### src/rtl/msc_pkg.sv
// Shared types and constants of the mode select container.
package msc_pkg;

	localparam int CAPACITY_DEF   = 32;
	localparam int DATA_WIDTH_DEF = 8;

	localparam logic [1:0] OP_INSERT = 2'd0;
	localparam logic [1:0] OP_QUERY  = 2'd1;
	localparam logic [1:0] OP_REMOVE = 2'd2;

	localparam logic [1:0] MODE_FIFO = 2'd0;
	localparam logic [1:0] MODE_LIFO = 2'd1;
	localparam logic [1:0] MODE_SET  = 2'd2;
	localparam logic [1:0] MODE_PQ   = 2'd3;

	localparam logic [1:0] ST_OK        = 2'd0;
	localparam logic [1:0] ST_UNDERFLOW = 2'd1;
	localparam logic [1:0] ST_OVERFLOW  = 2'd2;

	typedef enum logic [1:0] {
		S_IDLE,
		S_SCAN,
		S_DONE
	} state_t;

	typedef struct packed {
		logic ins;
		logic shift;
	} cmd_t;

	typedef struct packed {
		logic has;
		logic found;
	} scan_flags_t;

endpackage

### src/rtl/msc_cell.sv
// One storage cell of the chain: a held value and one stage of the scan wave.
module msc_cell #(
	parameter int DW     = 8,
	parameter int CNT_W  = 6,
	parameter int POS_W  = 5,
	parameter int INDEX  = 0
) (
	input  logic                 clk,
	input  logic                 arst_n,
	input  msc_pkg::cmd_t        cmd,
	input  logic [POS_W-1:0]     pos,
	input  logic [CNT_W-1:0]     count,
	input  logic [DW-1:0]        key,
	input  logic [DW-1:0]        right_val,
	input  msc_pkg::scan_flags_t flags_in,
	input  logic [DW-1:0]        first_in,
	input  logic [DW-1:0]        last_in,
	input  logic [DW-1:0]        best_in,
	input  logic [POS_W-1:0]     best_pos_in,
	output logic [DW-1:0]        val,
	output msc_pkg::scan_flags_t flags_out,
	output logic [DW-1:0]        first_out,
	output logic [DW-1:0]        last_out,
	output logic [DW-1:0]        best_out,
	output logic [POS_W-1:0]     best_pos_out
);
	import msc_pkg::*;

	localparam logic [CNT_W-1:0] IDX_CNT = CNT_W'(INDEX);
	localparam logic [POS_W-1:0] IDX_POS = POS_W'(INDEX);

	logic [DW-1:0]    val_q;
	scan_flags_t      flags_q, flags_d;
	logic [DW-1:0]    first_q, first_d;
	logic [DW-1:0]    last_q, last_d;
	logic [DW-1:0]    best_q, best_d;
	logic [POS_W-1:0] best_pos_q, best_pos_d;
	logic             occ;

	assign occ = IDX_CNT < count;

	always_comb begin
		flags_d    = flags_in;
		first_d    = first_in;
		last_d     = last_in;
		best_d     = best_in;
		best_pos_d = best_pos_in;
		if (occ) begin
			flags_d.has   = 1'b1;
			flags_d.found = flags_in.found | (val_q == key);
			last_d        = val_q;
			if (!flags_in.has) begin
				first_d = val_q;
			end
			if (!flags_in.has || (val_q < best_in)) begin
				best_d     = val_q;
				best_pos_d = IDX_POS;
			end
		end
	end

	always_ff @(posedge clk or negedge arst_n) begin
		if (!arst_n) begin
			flags_q    <= '0;
			first_q    <= '0;
			last_q     <= '0;
			best_q     <= '0;
			best_pos_q <= '0;
		end else begin
			flags_q    <= flags_d;
			first_q    <= first_d;
			last_q     <= last_d;
			best_q     <= best_d;
			best_pos_q <= best_pos_d;
		end
	end

	// close up behind a removed element, or take a new one at the tail
	always_ff @(posedge clk) begin
		if (cmd.shift && (IDX_POS >= pos)) begin
			val_q <= right_val;
		end else if (cmd.ins && (IDX_CNT == count)) begin
			val_q <= key;
		end
	end

	assign val          = val_q;
	assign flags_out    = flags_q;
	assign first_out    = first_q;
	assign last_out     = last_q;
	assign best_out     = best_q;
	assign best_pos_out = best_pos_q;

endmodule

### src/rtl/msc_chain.sv
// Row of storage cells linked neighbour to neighbour.
module msc_chain #(
	parameter int CAPACITY = 32,
	parameter int DW       = 8,
	parameter int CNT_W    = 6,
	parameter int POS_W    = 5
) (
	input  logic                 clk,
	input  logic                 arst_n,
	input  msc_pkg::cmd_t        cmd,
	input  logic [POS_W-1:0]     pos,
	input  logic [CNT_W-1:0]     count,
	input  logic [DW-1:0]        key,
	output msc_pkg::scan_flags_t flags,
	output logic [DW-1:0]        first_val,
	output logic [DW-1:0]        last_val,
	output logic [DW-1:0]        best_val,
	output logic [POS_W-1:0]     best_pos
);
	import msc_pkg::*;

	logic [DW-1:0]    val_w      [CAPACITY];
	scan_flags_t      flags_w    [CAPACITY+1];
	logic [DW-1:0]    first_w    [CAPACITY+1];
	logic [DW-1:0]    last_w     [CAPACITY+1];
	logic [DW-1:0]    best_w     [CAPACITY+1];
	logic [POS_W-1:0] best_pos_w [CAPACITY+1];

	assign flags_w[0]    = '0;
	assign first_w[0]    = '0;
	assign last_w[0]     = '0;
	assign best_w[0]     = '0;
	assign best_pos_w[0] = '0;

	for (genvar i = 0; i < CAPACITY; i++) begin : g_cell
		logic [DW-1:0] right_w;
		if (i == CAPACITY - 1) begin : g_end
			assign right_w = val_w[i];
		end else begin : g_mid
			assign right_w = val_w[i+1];
		end
		msc_cell #(
			.DW    (DW),
			.CNT_W (CNT_W),
			.POS_W (POS_W),
			.INDEX (i)
		) u_cell (
			.clk          (clk),
			.arst_n       (arst_n),
			.cmd          (cmd),
			.pos          (pos),
			.count        (count),
			.key          (key),
			.right_val    (right_w),
			.flags_in     (flags_w[i]),
			.first_in     (first_w[i]),
			.last_in      (last_w[i]),
			.best_in      (best_w[i]),
			.best_pos_in  (best_pos_w[i]),
			.val          (val_w[i]),
			.flags_out    (flags_w[i+1]),
			.first_out    (first_w[i+1]),
			.last_out     (last_w[i+1]),
			.best_out     (best_w[i+1]),
			.best_pos_out (best_pos_w[i+1])
		);
	end

	assign flags     = flags_w[CAPACITY];
	assign first_val = first_w[CAPACITY];
	assign last_val  = last_w[CAPACITY];
	assign best_val  = best_w[CAPACITY];
	assign best_pos  = best_pos_w[CAPACITY];

endmodule

### src/rtl/msc_ctrl.sv
// Sequencer: takes a word, waits out the scan wave, decides and drives the result register.
module msc_ctrl #(
	parameter int CAPACITY = 32,
	parameter int DW       = 8,
	parameter int CNT_W    = 6,
	parameter int POS_W    = 5
) (
	input  logic                 clk,
	input  logic                 arst_n,
	input  logic                 in_valid,
	output logic                 in_ready,
	input  logic [1:0]           in_op,
	input  logic [DW-1:0]        in_value,
	input  logic [1:0]           discipline,
	input  msc_pkg::scan_flags_t flags,
	input  logic [DW-1:0]        first_val,
	input  logic [DW-1:0]        last_val,
	input  logic [DW-1:0]        best_val,
	input  logic [POS_W-1:0]     best_pos,
	output msc_pkg::cmd_t        cmd,
	output logic [POS_W-1:0]     pos,
	output logic [CNT_W-1:0]     count,
	output logic [DW-1:0]        key,
	output logic                 out_valid,
	input  logic                 out_ready,
	output logic [DW-1:0]        out_removed,
	output logic                 out_empty,
	output logic [1:0]           out_status
);
	import msc_pkg::*;

	localparam logic [CNT_W-1:0] FULL_CNT = CNT_W'(CAPACITY);
	localparam logic [POS_W-1:0] LAST_STEP = POS_W'(CAPACITY - 1);

	state_t           state_q, state_d;
	logic [POS_W-1:0] step_q;
	logic [CNT_W-1:0] fill_q, fill_d;
	logic [1:0]       op_q;
	logic [DW-1:0]    key_q;
	logic             out_valid_q;
	logic [DW-1:0]    removed_q;
	logic             empty_q;
	logic [1:0]       status_q;

	logic             out_free;
	logic             load;
	logic             do_ins, do_shift;
	logic [DW-1:0]    res_removed;
	logic [1:0]       res_status;
	logic [POS_W-1:0] rm_pos;
	logic [CNT_W-1:0] last_idx;

	assign out_free = !out_valid_q || out_ready;
	assign last_idx = fill_q - CNT_W'(1);

	always_comb begin
		state_d = state_q;
		case (state_q)
			S_IDLE: begin
				if (in_valid) state_d = S_SCAN;
			end
			S_SCAN: begin
				if (step_q == LAST_STEP) state_d = S_DONE;
			end
			S_DONE: begin
				if (out_free) state_d = S_IDLE;
			end
			default: state_d = S_IDLE;
		endcase
	end

	always_comb begin
		in_ready = (state_q == S_IDLE);
		load     = (state_q == S_DONE) && out_free;
	end

	always_comb begin
		do_ins      = 1'b0;
		do_shift    = 1'b0;
		res_removed = '0;
		res_status  = ST_OK;
		fill_d      = fill_q;
		case (discipline)
			MODE_FIFO: rm_pos = '0;
			MODE_LIFO: rm_pos = last_idx[POS_W-1:0];
			default:   rm_pos = best_pos;
		endcase
		case (op_q)
			OP_INSERT: begin
				if ((discipline == MODE_SET) && flags.found) begin
					res_status = ST_OK;
				end else if (fill_q == FULL_CNT) begin
					res_status = ST_OVERFLOW;
				end else begin
					do_ins = 1'b1;
					fill_d = fill_q + CNT_W'(1);
				end
			end
			OP_REMOVE: begin
				if (fill_q == '0) begin
					res_status = ST_UNDERFLOW;
				end else begin
					do_shift = 1'b1;
					fill_d   = last_idx;
					case (discipline)
						MODE_FIFO: res_removed = first_val;
						MODE_LIFO: res_removed = last_val;
						default:   res_removed = best_val;
					endcase
				end
			end
			default: res_status = ST_OK;
		endcase
	end

	assign cmd.ins   = load && do_ins;
	assign cmd.shift = load && do_shift;
	assign pos       = rm_pos;
	assign count     = fill_q;
	assign key       = key_q;

	always_ff @(posedge clk or negedge arst_n) begin
		if (!arst_n) begin
			state_q     <= S_IDLE;
			step_q      <= '0;
			fill_q      <= '0;
			out_valid_q <= 1'b0;
		end else begin
			state_q <= state_d;
			if (in_ready && in_valid) begin
				step_q <= '0;
			end else if (state_q == S_SCAN) begin
				step_q <= step_q + POS_W'(1);
			end
			if (load) begin
				fill_q      <= fill_d;
				out_valid_q <= 1'b1;
			end else if (out_ready) begin
				out_valid_q <= 1'b0;
			end
		end
	end

	always_ff @(posedge clk) begin
		if (in_ready && in_valid) begin
			op_q  <= in_op;
			key_q <= in_value;
		end
		if (load) begin
			removed_q <= res_removed;
			empty_q   <= (fill_d == '0);
			status_q  <= res_status;
		end
	end

	assign out_valid   = out_valid_q;
	assign out_removed = removed_q;
	assign out_empty   = empty_q;
	assign out_status  = status_q;

`ifndef NO_ASSERTIONS
	a_fill_bound: assert property (@(posedge clk) disable iff (!arst_n)
		fill_q <= FULL_CNT)
		else $error("fill count beyond capacity");

	a_fill_hold: assert property (@(posedge clk) disable iff (!arst_n)
		!load |=> $stable(fill_q))
		else $error("fill count moved without a result");

	a_fill_step: assert property (@(posedge clk) disable iff (!arst_n)
		load |=> (fill_q == $past(fill_q)) || (fill_q == $past(fill_q) + CNT_W'(1))
			|| (fill_q + CNT_W'(1) == $past(fill_q)))
		else $error("fill count moved by more than one");

	a_underflow_empty: assert property (@(posedge clk) disable iff (!arst_n)
		out_valid_q && (status_q == ST_UNDERFLOW) |-> empty_q && (removed_q == '0))
		else $error("underflow result inconsistent");

	a_overflow_full: assert property (@(posedge clk) disable iff (!arst_n)
		out_valid_q && (status_q == ST_OVERFLOW) |-> !empty_q)
		else $error("overflow reported on empty store");
`endif

endmodule

### src/rtl/mode_select_container.sv
// Top level of the mode select container: stream ports, mode register, cell row.
//
// Usage:
//   s_* carries one command word: s_tuser is the operation (insert, query,
//   remove), s_tdata the value to insert. m_* returns one result word per
//   command: m_tdata holds the removed value and the empty flag, m_tuser the
//   status (ok, underflow, overflow).
//   cfg_* writes the discipline register (fifo, lifo, set, priority queue);
//   write it only while no command is outstanding. cfg_ready is always high.
//   Commands are handled one at a time. After a word is taken, the scan
//   wave runs down the row of CAPACITY cells, one cell per cycle; the scan
//   result is then registered in the result register, and no new word is
//   taken before the result of the last one has been registered.
//   If m_tready is low the result is held and the finished command waits;
//   the next word is taken as soon as that result has moved on, and its
//   result is held until the register is free.
//   Reset empties the store and selects fifo; cell contents are not cleared.
module mode_select_container #(
	parameter int CAPACITY   = msc_pkg::CAPACITY_DEF,
	parameter int DATA_WIDTH = msc_pkg::DATA_WIDTH_DEF,
	parameter int IN_TDATA_W  = ((DATA_WIDTH + 7) / 8) * 8,
	parameter int OUT_TDATA_W = ((DATA_WIDTH + 1 + 7) / 8) * 8
) (
	input  logic                   clk,
	input  logic                   arst_n,
	input  logic                   cfg_valid,
	output logic                   cfg_ready,
	input  logic [1:0]             cfg_data,
	input  logic                   s_tvalid,
	output logic                   s_tready,
	input  logic [IN_TDATA_W-1:0]  s_tdata,  // value
	input  logic [1:0]             s_tuser,  // operation
	output logic                   m_tvalid,
	input  logic                   m_tready,
	output logic [OUT_TDATA_W-1:0] m_tdata,  // removed_value, is_empty
	output logic [1:0]             m_tuser   // status
);
	import msc_pkg::*;

	localparam int CNT_W = $clog2(CAPACITY + 1);
	localparam int POS_W = $clog2(CAPACITY);

	logic [1:0]            discipline_q;
	cmd_t                  cmd;
	scan_flags_t           flags;
	logic [POS_W-1:0]      pos, best_pos;
	logic [CNT_W-1:0]      count;
	logic [DATA_WIDTH-1:0] key, first_val, last_val, best_val, removed;
	logic                  is_empty;

	assign cfg_ready = 1'b1;

	always_ff @(posedge clk or negedge arst_n) begin
		if (!arst_n) begin
			discipline_q <= MODE_FIFO;
		end else if (cfg_valid && cfg_ready) begin
			discipline_q <= cfg_data;
		end
	end

	msc_chain #(
		.CAPACITY (CAPACITY),
		.DW       (DATA_WIDTH),
		.CNT_W    (CNT_W),
		.POS_W    (POS_W)
	) u_chain (
		.clk       (clk),
		.arst_n    (arst_n),
		.cmd       (cmd),
		.pos       (pos),
		.count     (count),
		.key       (key),
		.flags     (flags),
		.first_val (first_val),
		.last_val  (last_val),
		.best_val  (best_val),
		.best_pos  (best_pos)
	);

	msc_ctrl #(
		.CAPACITY (CAPACITY),
		.DW       (DATA_WIDTH),
		.CNT_W    (CNT_W),
		.POS_W    (POS_W)
	) u_ctrl (
		.clk         (clk),
		.arst_n      (arst_n),
		.in_valid    (s_tvalid),
		.in_ready    (s_tready),
		.in_op       (s_tuser),
		.in_value    (s_tdata[DATA_WIDTH-1:0]),
		.discipline  (discipline_q),
		.flags       (flags),
		.first_val   (first_val),
		.last_val    (last_val),
		.best_val    (best_val),
		.best_pos    (best_pos),
		.cmd         (cmd),
		.pos         (pos),
		.count       (count),
		.key         (key),
		.out_valid   (m_tvalid),
		.out_ready   (m_tready),
		.out_removed (removed),
		.out_empty   (is_empty),
		.out_status  (m_tuser)
	);

	assign m_tdata = OUT_TDATA_W'({is_empty, removed});

endmodule

### config.mk
export PLATFORM = sky130hd
export DESIGN_NAME = mode_select_container
export DESIGN_NICKNAME = d
export VERILOG_FILES = /design/src/rtl/msc_pkg.sv /design/src/rtl/msc_cell.sv /design/src/rtl/msc_chain.sv /design/src/rtl/msc_ctrl.sv /design/src/rtl/mode_select_container.sv
export SDC_FILE = /design/constraint.sdc
export NUM_CORES = 2
export LEC_CHECK = 0
export BUFFER_PORTS_ARGS = -buffer_cell sky130_fd_sc_hd__buf_2
export CAP_MARGIN = 25
export CORE_UTILIZATION = 40
export CTS_BUF_LIST = sky130_fd_sc_hd__clkbuf_4 sky130_fd_sc_hd__clkbuf_8
export DETAILED_ROUTE_END_ITERATION = 10
export SETUP_SLACK_MARGIN = 0.1
export SYNTH_ARGS = -nofsm -noshare
export SYNTH_HDL_FRONTEND = slang
export SYNTH_SLANG_ARGS = --single-unit
### constraint.sdc
create_clock -name clk -period 4.6 [get_ports clk]
set_input_delay 1.38 -clock clk [delete_from_list [all_inputs] [get_ports clk]]
set_output_delay 1.38 -clock clk [all_outputs]
set_load 0.03 [all_outputs]
==> reports/qor.csv <==
stage,metric,value,unit
yosys,async_flop_share,77.6,%
grt,met1_usage,29.1,%
yosys,synth_ff_type,dfrtp_1,
cts,cts.sinks,1237,
route,wirelength,148000,µm
grt,grt.busiest_layer,met2,
placement,pre_cts_slack,0.536,ns
placement,dp_hpwl,102000,µm
yosys,synth_xor_area_share,4.03,%
worst_setup_path,endpoint_kind,flip-flop,
cts,clk_latency,0.91,ns
cts,cts_tree,yes,
yosys,ys_seq_area_share,57.6,%
route,via_count,32648,
job,cap_violations,0,
die,die_w,377,µm
timing,setup_tns,0,ns
cts,cts_buffers,201,
yosys,synthCells,4125,
cts,cts_max_level,4,
yosys,synth_area_per_cell,13.6,µm²
yosys,yosysWarningCount,0,
yosys,synthMuxAreaShare,19.2,%
final_layout,design_area,63200,µm²
cts,hold_buffers,0,
route,drc,0,
power_and_ir_drop,p_per_area,467,nW/µm²
yosys,synth_top_family_by_area,multiplexers,
yosys,synth_cell_types,75,
timing,fin_skew,0.0337,ns
cts,ctsResizeCount,0,
final_layout,area_growth,12.6,%
final_layout,instances_no_fill,6351,
route,routedWlPerCell,23.2,µm
final_layout,multiInputGateArea,22200,µm²
final_layout,fin_nets,4546,
worst_setup_path,cp.arrival,4.10,ns
timing,rsz0062_at_grt,no,
die,die_area,142000,µm²
cts,root_buffer,clkbuf_8,
timing,setup_viol,0,
worst_setup_path,startpoint_type,flip-flop,
min_path,min_path_type,flip-flop to flip-flop,
worst_setup_path,cp_slowest_cell,dfrtp_1,
grt,antenna_found_initial,6,
grt,grt_pass1_wl,224000,µm
min_path,min_from,u_chain.g_cell[9].u_cell.best_pos_out[3]$_DFF_PN0_,
worst_setup_path,worstPathCellList,xnor2_1 > o21a_2 > o211ai_4 > a211o_1 > a21oi_4 > o21bai_1,
placement,port_buffers,29,
final_layout,fill_cells,12404,
worst_setup_path,startpoint,u_ctrl.count[2]$_DFFE_PN0P_,
die,rows,137,
die,die_y,377,µm
grt,grt_use_met2,34.4,%
worst_setup_path,crit_fanout,25,
cts,clk_pin_slew,0.07,ns
grt,grt_pass1_vias,34686,
route,viasPerCell,5.14,
yosys,synth-edff-count,277,
timing,post-route-min-period,3.58,ns
yosys,synth_compound_area_share,5.16,%
timing,hold_violations,0,
worst_setup_path,reg2reg_from,u_ctrl.count[2]$_DFFE_PN0P_,
power_and_ir_drop,leakage,27.2,nW
grt,grt_util_met3,3.36,%
die,initial_utilization,40.3,%
grt,grt_max_degree,132,
placement,dpl.cell_count,5973,
route,drt.antenna.violating_nets,0,
grt,grt-ovfl-total,0,
worst_setup_path,max_stage_delay,0.92,ns
yosys,synth_area,56100,µm²
placement,placed_area,58900,µm²
worst_setup_path,criticalPathCategory,flip-flop to flip-flop,
route,first_pass_iters,6,
timing,slew_headroom,32.0,%
yosys,yosys.area_share.adder,4.99,%
timing,period_share,77.8,%
timing,setup_ws,1.02,ns
timing,slew_violations,0,
timing,fmax,279,MHz
cts,clock_path_buffers,3,
final_layout,drive_gt1_share,34.7,%
die,placeableCoreArea,139000,µm²
placement,place_congestion,0.840,
route,drtIter0Drc,2043,
cts,cts_setup_buffers,0,
worst_setup_path,required,5.12,ns
outcome,outcome,finished clean,
power_and_ir_drop,ir_worst_vdd,0.000297,V
yosys,synthSimpleGateAreaFrac,6.06,%
final_layout,regArea,32300,µm²
grt,grt_usage,21.2,%
die,io_pins,38,
yosys,yosys_register_bits,1237,
timing,worst_pin_slew,1.02,ns
## per-layer routing
layer	wire length (µm)	part of all wire, %
met1	67300	46
met2	70500	48
met3	6490	4.4
met4	3230	2.2
met5	13	0.0088
## kinds of logic after synthesis
kind of cell | after synthesis
buffers and inverters | 404
muxes | 945
other | 2
adders and majority gates | 224
xor gates and xnor gates | 258
AOI/OAI and AO/OA | 408
DFF | 1237
and+or+nand+nor | 647
## sequential cells by signal, summed over array words and instances, names as in the netlist
register                            cells
u_chain.g_cell.u_cell.flags_out        63
u_chain.g_cell.u_cell.last_out        248
u_ctrl.out_removed                      8
u_ctrl.step_q                           5
u_ctrl.key                              8
discipline_q                            2
u_ctrl.out_valid                        1
u_chain.g_cell.u_cell.best_pos_out    129
u_ctrl.op_q                             2
u_chain.g_cell.u_cell.first_out       248
u_chain.g_cell.u_cell.val             256
u_ctrl.state_q                          2
u_ctrl.out_empty                        1
u_ctrl.out_status                       2
u_ctrl.count                            6
u_chain.g_cell.u_cell.best_out        256
## synthesized netlist by cell type, drive strengths merged, types with 3 or more instances
master,instances,area share [%]
buf,71,0.67
xor2,158,2.5
a41o,22,0.39
mux2,935,19
a21o,100,1.3
o21bai,17,0.23
a211oi,32,0.45
clkbuf,103,0.70
nor3,21,0.20
nor3b,3,0.049
mux2i,10,0.18
or2,81,0.91
a31o,10,0.16
o22ai,10,0.11
edfxtp,277,15
inv,230,1.5
a21boi,7,0.094
a21oi,99,1.1
o21ai,52,0.52
nand3b,3,0.040
xnor2,100,1.6
ha,224,5.0
o31ai,34,0.45
a22oi,3,0.040
or3,6,0.067
nor4,31,0.35
nand2b,66,0.74
nor2b,59,0.66
nand3,5,0.045
nor2,121,1.0
and2,13,0.14
a31oi,7,0.078
nand2,183,1.2
a22o,4,0.062
nand4,47,0.52
dfrtp,960,43
## through the flow
| stage | power, mW | hold WS, ns | util, % |
|---|---|---|---|
| floorplan | 17.8 | 0.408 | - |
| global placement | 19.7 | 0.417 | 42.3 |
| detailed placement | 19.8 | 0.418 | 42.3 |
| CTS | 29.9 | 0.428 | 45.3 |
| global route | 31.1 | 0.438 | 45.3 |
| finish | 29.5 | 0.427 | 45.3 |
## critical path: cells and delay by family (launching register included)
family | cells | cell delay (ns)
xor+xnor | 1 | 0.24
compound gates | 5 | 2.01
flops | 1 | 0.92
## report_power, final
part           total [mW]  switching [mW]  internal, mW
Combinational        5.39            2.68          2.70
Clock                9.98            4.42          5.56
Sequential           14.2            1.07          13.1
Total                29.5            8.18          21.4
## final timing paths
check                           cells after the start  slack (ns)                                             endpoint
worst max-delay path                                6        1.02            u_chain.g_cell[8].u_cell.val[1]$_DFFE_PP_
worst min-delay path                                1        0.43  u_chain.g_cell[10].u_cell.best_pos_out[3]$_DFF_PN0_
worst max register to register                      6        1.02            u_chain.g_cell[8].u_cell.val[1]$_DFFE_PP_
worst min register to register                      1        0.43  u_chain.g_cell[10].u_cell.best_pos_out[3]$_DFF_PN0_
max in group asynchronous                           2        2.86       u_chain.g_cell[8].u_cell.best_out[6]$_DFF_PN0_
min in group asynchronous                           1        0.52      u_chain.g_cell[27].u_cell.last_out[6]$_DFF_PN0_
## layout make-up
class,instances,area share (%)
flip-flops and latches,1237,51.2
multi-input cells,2490,35.1
clock buffers,313,6.07
well taps,1876,3.72
repair buffers,145,1.90
inverters,230,1.37
clock inverters,52,0.638
diodes,8,0.0317
## cells in the final DEF (no fill, tap or decap), types with 13 or more instances in the layout
cell type	count
dfrtp_1	960
mux2_2	877
edfxtp_1	277
clkbuf_8	237
inv_1	230
ha_1	224
nand2_1	183
xor2_1	158
nor2_1	110
buf_4	101
xnor2_1	100
a21o_1	100
a21oi_1	82
or2_2	79
clkbuf_4	76
nand2b_1	65
nor2b_1	59
nand4_1	47
o21ai_0	42
mux2_4	40
o31ai_1	34
nor4_1	31
a211oi_1	31
buf_2	29
clkinv_2	27
a41o_1	22
nor3_1	19
mux2_1	18
o21bai_1	17
buf_12	14
and2_1	13
a21oi_2	13
No activity file was read; power rests on OpenSTA's default activity.
